===== src/hdl/cfq_pkg.sv =====
`default_nettype none
// ----------------------------------------------------------------------------
// cfq_pkg: shared types and codes for the circular FIFO queue
// Operation codes, status codes and the packed payload structs of both
// channels.
// ----------------------------------------------------------------------------
package cfq_pkg;

  localparam int DATA_W = 32;
  localparam int CAP_W  = 7;

  // Operation codes
  localparam logic [1:0] OP_ENQ  = 2'd0;
  localparam logic [1:0] OP_DEQ  = 2'd1;
  localparam logic [1:0] OP_DISP = 2'd2;
  localparam logic [1:0] OP_NONE = 2'd3;

  // Status codes
  localparam logic [1:0] STAT_OK    = 2'd0;
  localparam logic [1:0] STAT_OVF   = 2'd1;
  localparam logic [1:0] STAT_EMPTY = 2'd2;

  typedef struct packed {
    logic        [1:0]        op;
    logic signed [DATA_W-1:0] value;
  } cfq_in_t;

  typedef struct packed {
    logic        [1:0]        status;
    logic signed [DATA_W-1:0] data;
    logic                     last;
  } cfq_out_t;

endpackage
`default_nettype wire


===== src/hdl/cfq_ram.sv =====
`default_nettype none
// ----------------------------------------------------------------------------
// cfq_ram: generic simple dual-port RAM
// One write port, one read port, read data registered.
// ----------------------------------------------------------------------------
module cfq_ram #(
  parameter int WIDTH = 32,
  parameter int DEPTH = 64
) (
  input  wire logic                                    clk,
  input  wire logic                                    we,
  input  wire logic [(DEPTH > 1 ? $clog2(DEPTH) : 1)-1:0] waddr,
  input  wire logic [WIDTH-1:0]                        wdata,
  input  wire logic [(DEPTH > 1 ? $clog2(DEPTH) : 1)-1:0] raddr,
  output logic      [WIDTH-1:0]                        rdata
);

  logic [WIDTH-1:0] mem [DEPTH];

  always_ff @(posedge clk) begin
    if (we) begin
      mem[waddr] <= wdata;
    end
    rdata <= mem[raddr];
  end

endmodule
`default_nettype wire


===== src/hdl/circular_fifo_queue_core.sv =====
`default_nettype none
// Enqueue and dequeue: one transfer per cycle while not busy; results pass both stages.
// Display of n entries: n results on consecutive cycles, through both stages;
// busy is high while entries after the first are read, set by the single RAM read port.
// An empty display gives one empty status result.
// Reset (rst_n low, synchronous) empties the queue, zeroes both indices and
// sets capacity to DEPTH; slot RAM contents are not cleared.
// ----------------------------------------------------------------------------
// circular_fifo_queue_core: ring-buffer FIFO with runtime capacity
// Slot RAM, head/tail pointers, one shared wrap-increment unit and a small
// sequencer that walks the ring for display. Results pass a two-stage
// pipeline so that RAM read data and status line up.
// ----------------------------------------------------------------------------
module circular_fifo_queue_core
  import cfq_pkg::*;
#(
  parameter int DEPTH = 64
) (
  input  wire logic             clk,
  input  wire logic             rst_n,
  input  wire logic             start,
  output logic                  busy,
  input  wire cfq_in_t          in_data,
  output logic                  out_valid,
  output cfq_out_t              out_data,
  input  wire logic             cfg_we,
  input  wire logic [CAP_W-1:0] cfg_wdata
);

  localparam int IDX_W = (DEPTH > 1) ? $clog2(DEPTH) : 1;
  localparam logic [CAP_W-1:0] DEPTH_C = CAP_W'(DEPTH);
  localparam logic [CAP_W-1:0] ONE_C   = CAP_W'(1);

  // Sequencer states
  localparam logic ST_IDLE = 1'b0;
  localparam logic ST_DISP = 1'b1;

  logic             state_r,  state_nxt;
  logic [IDX_W-1:0] head_r,   head_nxt;
  logic [IDX_W-1:0] tail_r,   tail_nxt;
  logic [IDX_W-1:0] walk_r,   walk_nxt;
  logic [CAP_W-1:0] count_r,  count_nxt;
  logic [CAP_W-1:0] remain_r, remain_nxt;
  logic [CAP_W-1:0] cap_r;

  // Stage 1: result control, waiting for RAM read data
  logic             s1_vld_r,    s1_vld_nxt;
  logic [1:0]       s1_status_r, s1_status_nxt;
  logic             s1_last_r,   s1_last_nxt;
  logic             s1_ram_r,    s1_ram_nxt;

  // Stage 2: output registers
  logic             out_valid_r;
  cfq_out_t         out_data_r;

  logic             accept;
  logic [IDX_W-1:0] wrap_in;
  logic [CAP_W-1:0] wrap_inc;
  logic [IDX_W-1:0] wrap_out;
  logic             ram_we;
  logic [IDX_W-1:0] ram_waddr;
  logic [IDX_W-1:0] ram_raddr;
  logic [DATA_W-1:0] ram_rdata;
  logic [CAP_W-1:0] cap_clamp;

  assign busy   = (state_r == ST_DISP);
  assign accept = start && !busy;

  // Shared wrap-increment unit
  always_comb begin
    if (busy) begin
      wrap_in = walk_r;
    end else if (in_data.op == OP_ENQ) begin
      wrap_in = tail_r;
    end else begin
      wrap_in = head_r;
    end
    wrap_inc = CAP_W'(wrap_in) + ONE_C;
    wrap_out = (wrap_inc >= cap_r) ? '0 : wrap_inc[IDX_W-1:0];
  end

  assign ram_raddr = busy ? walk_r : head_r;

  // Sequencer and pointer update
  always_comb begin
    state_nxt     = state_r;
    head_nxt      = head_r;
    tail_nxt      = tail_r;
    walk_nxt      = walk_r;
    count_nxt     = count_r;
    remain_nxt    = remain_r;
    s1_vld_nxt    = 1'b0;
    s1_status_nxt = STAT_OK;
    s1_last_nxt   = 1'b1;
    s1_ram_nxt    = 1'b0;
    ram_we        = 1'b0;
    ram_waddr     = '0;

    case (state_r)
      ST_IDLE: begin
        if (accept) begin
          case (in_data.op)
            OP_ENQ: begin
              s1_vld_nxt = 1'b1;
              if (count_r >= cap_r) begin
                s1_status_nxt = STAT_OVF;
              end else begin
                ram_we    = 1'b1;
                ram_waddr = (count_r == '0) ? '0 : wrap_out;
                tail_nxt  = ram_waddr;
                if (count_r == '0) begin
                  head_nxt = '0;
                end
                count_nxt = count_r + ONE_C;
              end
            end
            OP_DEQ: begin
              s1_vld_nxt = 1'b1;
              if (count_r == '0) begin
                s1_status_nxt = STAT_EMPTY;
              end else begin
                s1_ram_nxt = 1'b1;
                if (count_r == ONE_C) begin
                  head_nxt = '0;
                  tail_nxt = '0;
                end else begin
                  head_nxt = wrap_out;
                end
                count_nxt = count_r - ONE_C;
              end
            end
            OP_DISP: begin
              s1_vld_nxt = 1'b1;
              if (count_r == '0) begin
                s1_status_nxt = STAT_EMPTY;
              end else begin
                s1_ram_nxt  = 1'b1;
                s1_last_nxt = (count_r == ONE_C);
                walk_nxt    = wrap_out;
                remain_nxt  = count_r - ONE_C;
                if (count_r != ONE_C) begin
                  state_nxt = ST_DISP;
                end
              end
            end
            default: begin
            end
          endcase
        end
      end
      ST_DISP: begin
        // one slot read per cycle along the ring
        s1_vld_nxt  = 1'b1;
        s1_ram_nxt  = 1'b1;
        s1_last_nxt = (remain_r == ONE_C);
        walk_nxt    = wrap_out;
        remain_nxt  = remain_r - ONE_C;
        if (remain_r == ONE_C) begin
          state_nxt = ST_IDLE;
        end
      end
      default: begin
        state_nxt = ST_IDLE;
      end
    endcase
  end

  // Capacity write clamp
  always_comb begin
    if (cfg_wdata == '0) begin
      cap_clamp = ONE_C;
    end else if (cfg_wdata > DEPTH_C) begin
      cap_clamp = DEPTH_C;
    end else begin
      cap_clamp = cfg_wdata;
    end
  end

  // Control registers
  always_ff @(posedge clk) begin
    if (!rst_n) begin
      state_r     <= ST_IDLE;
      head_r      <= '0;
      tail_r      <= '0;
      count_r     <= '0;
      cap_r       <= DEPTH_C;
      s1_vld_r    <= 1'b0;
      out_valid_r <= 1'b0;
    end else begin
      state_r     <= state_nxt;
      head_r      <= head_nxt;
      tail_r      <= tail_nxt;
      count_r     <= count_nxt;
      s1_vld_r    <= s1_vld_nxt;
      out_valid_r <= s1_vld_r;
      if (cfg_we && count_r == '0) begin
        cap_r <= cap_clamp;
      end
    end
  end

  // Payload registers
  always_ff @(posedge clk) begin
    walk_r             <= walk_nxt;
    remain_r           <= remain_nxt;
    s1_status_r        <= s1_status_nxt;
    s1_last_r          <= s1_last_nxt;
    s1_ram_r           <= s1_ram_nxt;
    out_data_r.status  <= s1_status_r;
    out_data_r.last    <= s1_last_r;
    out_data_r.data    <= s1_ram_r ? ram_rdata : '0;
  end

  assign out_valid = out_valid_r;
  assign out_data  = out_data_r;

  // Slot storage
  cfq_ram #(
    .WIDTH (DATA_W),
    .DEPTH (DEPTH)
  ) u_slots (
    .clk   (clk),
    .we    (ram_we),
    .waddr (ram_waddr),
    .wdata (in_data.value),
    .raddr (ram_raddr),
    .rdata (ram_rdata)
  );

  // Checks
  a_count_cap: assert property (@(posedge clk) disable iff (!rst_n)
    count_r <= cap_r)
    else $error("occupancy above capacity");

  a_disp_nonempty: assert property (@(posedge clk) disable iff (!rst_n)
    busy |-> (count_r != '0 && remain_r != '0))
    else $error("display walk with nothing left");

  a_enq_count: assert property (@(posedge clk) disable iff (!rst_n)
    (accept && in_data.op == OP_ENQ && count_r < cap_r) |=>
      count_r == $past(count_r) + ONE_C)
    else $error("enqueue did not grow occupancy");

  a_out_status: assert property (@(posedge clk) disable iff (!rst_n)
    out_valid |-> (out_data.status == STAT_OK || out_data.status == STAT_OVF ||
                   out_data.status == STAT_EMPTY))
    else $error("bad result status");

  a_empty_zero: assert property (@(posedge clk) disable iff (!rst_n)
    (out_valid && out_data.status != STAT_OK) |-> (out_data.data == '0 && out_data.last))
    else $error("error status with data or not last");

endmodule
`default_nettype wire


===== config.mk =====
export PLATFORM = sky130hd
export DESIGN_NAME = circular_fifo_queue_core
export DESIGN_NICKNAME = d
export VERILOG_FILES = /design/src/hdl/cfq_pkg.sv /design/src/hdl/cfq_ram.sv /design/src/hdl/circular_fifo_queue_core.sv
export SDC_FILE = /design/constraint.sdc
export NUM_CORES = 2
export LEC_CHECK = 0
export BUFFER_PORTS_ARGS = -buffer_cell sky130_fd_sc_hd__buf_2
export CORE_ASPECT_RATIO = 1.75
export CORE_MARGIN = 2
export CORE_UTILIZATION = 40
export DETAILED_ROUTE_END_ITERATION = 8
export SYNTH_ARGS = -nofsm -noshare
export SYNTH_HDL_FRONTEND = slang
export SYNTH_SLANG_ARGS = --single-unit

===== constraint.sdc =====
create_clock -name clk -period 7 [get_ports clk]
set_input_delay 0.7 -clock clk [delete_from_list [all_inputs] [get_ports clk]]
set_output_delay 0.7 -clock clk [all_outputs]
set_load 0.03 [all_outputs]

Word-level counts from Yosys, hierarchy flattened
Memory sizes are Yosys's and may differ from the RTL's. A register that Yosys moved wholly into a read port is not among the register bits.
Index checks and enable logic that the tools add are counted.
{"block": "op_classes", "order_cmp": 3, "n_eq_ne": 12, "n_bitwise": 2, "n_mux": 56, "n_reduce_logical": 14, "n_addsub": 4}
{"cell": "two-way mux 6 bit", "n": 19}
{"cell": "two-way mux 7 bit", "n": 6}
{"cell": "case mux 6 bit (2 select lines)", "n": 3}
{"cell": "case mux 7 bit (2 select lines)", "n": 2}
{"cell": "two-way mux 1 bit", "n": 20}
{"cell": "equality test 7 x 1 -> 1 bit (second input constant)", "n": 2}
{"cell": ">= comparator 7 bit", "n": 2}
{"cell": "logical NOT 7 bit", "n": 2}
{"cell": "subtractor 7 x 1 -> 7 bit (second input constant)", "n": 2}
{"cell": "AND reduction 6 bit", "n": 2}
{"cell": "!= test 2 bit (second input constant)", "n": 5}
{"cell": "case mux 1 bit (2 select lines)", "n": 4}
{"cell": "adder 6 x 1 -> 7 bit (second input constant)", "n": 1}
{"cell": "adder 7 x 1 -> 7 bit (second input constant)", "n": 1}
{"cell": "> comparator 7 bit (second input constant)", "n": 1}
{"cell": "!= test 7 x 1 -> 1 bit (second input constant)", "n": 1}
{"cell": "AND reduction 5 bit", "n": 1}
{"cell": "!= test 2 x 1 -> 1 bit (second input constant)", "n": 2}
{"cell": "case mux 2 bit (2 select lines)", "n": 1}
{"cell": "OR reduction 2 bit", "n": 2}
{"cell": "AND reduction 3 bit", "n": 1}
{"cell": "OR reduction 3 bit", "n": 1}
{"cell": "equality test 2 x 1 -> 1 bit (second input constant)", "n": 1}
{"cell": "equality test 2 bit (second input constant)", "n": 1}
{"cell": "6 further kinds", "n": 8}
{"block": "totals", "register_bits": 81, "word_cells": 107, "ramBits": 2048, "memories": 1}
{"memory": "u_slots.mem", "depth": 64, "width": 32, "read_ports": 1, "rd_ports_with_merged_regs": 1, "wr": 1, "line_no": "cfq_ram.sv:18", "source": "logic [WIDTH-1:0] mem [DEPTH];"}

Depth between registers and ports, before layout
{"block": "depth", "word_depth": 11, "ltp_mapped": 17, "ltp_nobuf": 14}

Cells and area by module
From an unflattened synthesis, not the netlist that was laid out.
{"block": "unflattened", "hier_cells": 3727, "hier_area_um2": 82260.1}
{"mod": "cfq_ram", "n_inst": 1, "area_per_inst_um2": 78512.8, "cells_per_inst": 3324}
{"mod": "circular_fifo_queue_core", "n_inst": 1, "area_per_inst_um2": 3747.3, "cells_per_inst": 403}

Worst setup path before layout
Ideal clock, no wire load.
{"block": "synth_timing", "path_kind": "input port to flip-flop", "startpoint": "in in_data[32] in the netlist's numbering", "endpoint": "mem u_slots.mem[41][0] (enable)", "arrival_ns": 5.305, "setup_slack_ns": 1.273, "path_stages": 15, "path_cell_list": "inv_1 -> ha_1 -> buf_2 -> mux2_2 -> o21ai_1 -> inv_1 -> ha_1 -> nor3b_2 -> xnor2_2 -> ha_1 -> and3_1 -> a221o_1 -> nor3_2 -> nand4_1 -> nor2_1"}
{"block": "synth_via", "elab_chain_len": 11}
{"element": "start, declared", "line_no": "circular_fifo_queue_core.sv:23", "source": "input wire cfq_in_t in_data,"}
{"element": "logical NOT 2 bit (*)", "line_no": "circular_fifo_queue_core.sv:73, circular_fifo_queue_core.sv:102"}
{"element": "two-way mux 6 bit", "line_no": "circular_fifo_queue_core.sv:73", "source": "end else if (in_data.op == OP_ENQ) begin"}
{"element": "two-way mux 6 bit", "line_no": "circular_fifo_queue_core.sv:71", "source": "if (busy) begin"}
{"element": "adder 6 x 1 -> 7 bit", "line_no": "circular_fifo_queue_core.sv:78", "source": "wrap_inc = CAP_W'(wrap_in) + ONE_C;"}
{"element": ">= comparator 7 bit", "line_no": "circular_fifo_queue_core.sv:79", "source": "wrap_out = (wrap_inc >= cap_r) ? '0 : wrap_inc[IDX_W-1:0];"}
{"element": "two-way mux 6 bit", "line_no": "circular_fifo_queue_core.sv:79"}
{"element": "two-way mux 6 bit", "line_no": "circular_fifo_queue_core.sv:109", "source": "ram_waddr = (count_r == '0) ? '0 : wrap_out;"}
{"element": "two-way mux 6 bit", "line_no": "circular_fifo_queue_core.sv:105", "source": "if (count_r >= cap_r) begin"}
{"element": "two-way mux 6 bit", "line_no": "circular_fifo_queue_core.sv:102", "source": "case (in_data.op)"}
{"element": "two-way mux 6 bit", "line_no": "circular_fifo_queue_core.sv:101", "source": "if (accept) begin"}
{"element": "two-way mux 6 bit", "line_no": "circular_fifo_queue_core.sv:99", "source": "case (state_r)"}
{"element": "end, declared", "line_no": "cfq_ram.sv:18"}
Mark *: on every way between the ends. The rest lies on a longest branch, timed or not.

Worst setup path in the final report
{"block": "layout_timing", "startpoint": "reg state_r, in the netlist busy", "endpoint": "mem u_slots.mem[8][8] (enable)"}
{"block": "layout_via", "elab_chain_len": 9}
{"element": "start, declared", "line_no": "circular_fifo_queue_core.sv:38", "source": "logic state_r, state_nxt;"}
{"element": "start signal, assigned", "line_no": "circular_fifo_queue_core.sv:190", "source": "state_r <= state_nxt;"}
{"element": "two-way mux 6 bit", "line_no": "circular_fifo_queue_core.sv:71"}
{"element": "adder 6 x 1 -> 7 bit", "line_no": "circular_fifo_queue_core.sv:78"}
{"element": ">= comparator 7 bit", "line_no": "circular_fifo_queue_core.sv:79"}
{"element": "two-way mux 6 bit", "line_no": "circular_fifo_queue_core.sv:79"}
{"element": "two-way mux 6 bit", "line_no": "circular_fifo_queue_core.sv:109"}
{"element": "two-way mux 6 bit", "line_no": "circular_fifo_queue_core.sv:105"}
{"element": "two-way mux 6 bit", "line_no": "circular_fifo_queue_core.sv:102"}
{"element": "two-way mux 6 bit", "line_no": "circular_fifo_queue_core.sv:101"}
{"element": "two-way mux 6 bit", "line_no": "circular_fifo_queue_core.sv:99"}
Parallel ways exist; a longest one is shown, timed or not.

==> summary.md <==
| Metric | Value |
|---|---|
| Synth Flop Type | edfxtp_1 |
| MaxCap Viol Count | 0 |
| Slew @ Worst Pin | roughly 1.4 ns |
| Pin count of the biggest net entering global routing | 190 |
| Final net count | 8111 |
| Asr flop ratio synth | 0% |
| Drt first pass iters | 6 |
| Drt wl/cell | between 30 and 40 µm |
| CP max stage delay | 1.09 ns |
| Boundary Pins | 82 |
| GP Congestion | just over 0.9 |
| Synth-to-Final Area Change | 11.8% |
| Worst EP arrival | roughly 6.0 ns |
| CP endpoint | u_slots.mem[8][8]$_DFFE_PP_ |
| Clk_lat worst skew | approximately 0.9 ns |
| Worst path bufs/invs | 2 |
| Maximum clock path buffer count | 4 |
| R2R Path End | u_slots.mem[8][8]$_DFFE_PP_ |
| WHS Path Cells | 3 |
| Drt first-iter violations | approximately 9300 |
| Share of the synthesized area in the top cell type | approximately three fifths |
| Share of layout cells above drive strength 1 | between 10% and 20% |
| Pleak | 33.9 nW |
| Yosys cell types | 89 |
| Worst Setup Path Type | flop to flop |
| Crit-path cells | nand2b_1, o21ai_1, inv_1, ha_1, nor3b_2, xnor2_2, ha_1, and3_1, a221o_1, nor3_2, buf_4, nand4_1, nor2_4 |
| H-Tree Depth | 4 |
| Root Driver | clkbuf_16 |
| Clock transition at path regs | 0.06 ns |
| Initial Utilization | 40.1% |
| Final setup vio count | 0 |
| Non-filler instance count after layout | 11500 |
| FMAX | 182 MHz |
| DIE AREA | 254000 µm² |
| Final period util | roughly four fifths |
| Ys Warns | 0 |
| Crit-path slowest cell | nor2_4 |
| CTS Buf Count | just over 200 |
| DP HPWL | ~210000 µm |
| Min-Delay Path Class | primary input to flop |
| Most numerous cell in the Yosys netlist | edfxtp_1 |
| Port Buffers | 81 |
| Worst Reg-to-Reg Cells | 13 |
| Dpl cells | ~11000 |
| Top delay family on crit path | simple AND/OR/NAND/NOR gates |
| Startpoint types | flop |
| Peak VDD IR | 0.000209 V |
| Most instantiated cells after synthesis | edfxtp_1, a21oi_1, a211oi_1 |
| Final hold viol count | 0 |
| Req. time, crit path | 7.48 ns |
| Synthesized cell area | roughly 100000 µm² |
| Power per cell area | ~250 nW/µm² |
| GRT overflow | 0 |
| Seq cells post-synth | between 2000 and 2500 |
| Min Tclk post-route | ~5.5 ns |
| # clock sinks | 2161 |
| CP startpoint | busy$_SDFF_PN0_ |
| Chip Width | about 380 µm |
| Top cells by area, synth | edfxtp_1, a211oi_1, o211ai_1 |
| Die Span Y | about 670 µm |
| Avg Vias per Cell | a little under 7 |
| Area leader, netlist | edfxtp_1 |
| Detailed-route via count | just under 80000 |
| Endpoint kind of the worst setup timing path | flop |
| Crit Path Max Fanout | 32 |
| Critical Path Stages | 13 |
| Setup_tns | 0 ns |
| CTS tree | done |
| Crit-path most repeated cell | ha_1 |
| GRT Overall Usage | about 28% |
| Final WL | 368000 µm |
| Cells after synthesis | about 8000 |
| Syn_area_per_cell | between 10 and 15 µm² |
| Core footprint | approximately 250000 µm² |
| Sequential area share after synthesis | 63.8% |
| Vias in the first global route | approximately 76000 |
| Synthesized Nets | a little over 8000 |
| R2R Setup Slk | 1.50 ns |
| First-pass GRT wire length | between 500000 and 600000 µm |
| Post_cts resized | 0 |
| Setup ws final | between 1 and 1.5 ns |
| Status | complete, no violations |
| RSZ-0062 raised after global routing | no |
| Std-Cell Rows | 243 |
| Number of enable flip-flop cells after synthesis | 2061 |
| Worst slew margin | under 10% |
| Launching point of the worst reg2reg path | busy$_SDFF_PN0_ |
| Residual DRC count | 0 |
| Setup Skew | between 0.06 and 0.07 ns |
| Initial antenna violation count | 15 |
| Final ANT Viol Nets | 0 |
| Pre-CTS setup slack | between 1 and 1.5 ns |
| Final slew viol count | 0 |
[repair_timing]
item	4_1_cts	5_1_grt
hold buffers	1	0
buffers inserted	0	0
hold endpoints to repair	1	0
[state kept, by name, summed over array words and instances, names as in the netlist]
name and flops:
tail_r 6, s1_status_r 2, busy 1, cap_r 7
out_valid 1, u_slots.rdata 32, s1_last_r 1, u_slots.mem 2048
head_r 6, walk_r 6, count_r 7, remain_r 7
out_data 35, s1_ram_r 1, s1_vld_r 1
[cells by family after synthesis]
family / share of synthesized area, %
AO/OA/AOI/OAI: 26.3
XOR/XNOR: 0.138
adder cells (fa/ha/maj): 0.312
buffers and inverters: 4.72
flip-flops: 63.8
multiplexers: 0.187
AND/OR/NAND/NOR: 4.56
[how the worst min path moves through the flow]
stage / startpoint / slack, ns / to
after floorplan: s1_last_r$_DFF_P_ / 0.31 / out_data[0]$_DFF_P_
after global placement: s1_status_r[0]$_SDFF_PP0_ / 0.32 / out_data[33]$_DFF_P_
after detailed placement: s1_status_r[0]$_SDFF_PP0_ / 0.32 / out_data[33]$_DFF_P_
after CTS: cfg_we / 0.02 / cap_r[6]$_SDFFE_PN1P_
after global routing: in_data[27] / 0.05 / u_slots.mem[35][27]$_DFFE_PP_
final: cfg_we / 0.07 / cap_r[6]$_SDFFE_PN1P_
[cell usage in the layout (no fill, tap or decap), types with 31 or more instances in the layout]
cell	count
o2111ai_1	37
clkinv_2	31
a31oi_1	75
o211ai_1	711
clkbuf_1	41
nor4_1	61
and2_1	90
o31ai_1	78
dfxtp_1	97
buf_12	75
o21ai_0	287
nor2b_1	33
nor2_1	223
o22ai_1	47
inv_1	361
a211oi_1	899
a41oi_1	170
nor3_1	67
nand2_1	357
buf_4	278
a21oi_1	1029
o221ai_1	70
clkinv_1	36
o21bai_1	82
buf_2	53
o41ai_1	113
o2111a_1	37
nor2_4	69
clkbuf_16	209
edfxtp_1	2061
[power breakdown]
part | switching (W) | leakage [nW] | total (W) | internal (W)
combinational | 0.00215 | 11.4 | 0.00286 | 0.000716
clock | 0.00506 | 3.13 | 0.0111 | 0.00604
sequential | 0.0000905 | 19.3 | 0.0143 | 0.0143
total | 0.00730 | 33.9 | 0.0283 | 0.0210
[worst reg2reg max path, cell delays in order (launching register included)]
cell      delay [ns]
dfxtp_4         0.66
nand2b_1        0.50
o21ai_1         0.33
inv_1           0.08
ha_1            0.25
nor3b_2         0.19
xnor2_2         0.32
ha_1            0.30
and3_1          0.18
a221o_1         0.47
nor3_2          0.29
buf_4           0.22
nand4_1         0.18
nor2_4          1.09
[cell type report]
| class | count | area [µm²] |
|---|---|---|
| antenna | 7 | 17.5 |
| clock buffer | 262 | 5550 |
| clock inverter | 101 | 865 |
| fill | 22100 | 138000 |
| inverter | 367 | 1420 |
| multi-input combinational | 4899 | 32200 |
| sequential | 2161 | 63900 |
| tap | 3307 | 4140 |
| timing repair buffer | 407 | 3860 |
[layer usage]
metal | vias up | wire length [µm] | global-route usage [%]
met5 | - | 81 | 0
met4 | 10 | 33400 | 22.5
met3 | 1139 | 30900 | 4.27
met2 | 4645 | 174000 | 45.4
met1 | 39000 | 130000 | 32.7
li1 | 32800 | - | -
[per-stage QoR]
step / utilization, % / total power, W / area [µm²] / hold slack, ns
after floorplan: - / 0.0161 / 100000 / 0.310
after global placement: 42.3 / 0.0174 / 105000 / 0.321
after detailed placement: 42.3 / 0.0174 / 105000 / 0.316
after CTS: 44.8 / 0.0283 / 112000 / 0.0200
after global routing: 44.8 / 0.0290 / 112000 / 0.0486
final: 44.8 / 0.0283 / 112000 / 0.0667
Note: power is estimated with default switching activity, not from simulation.
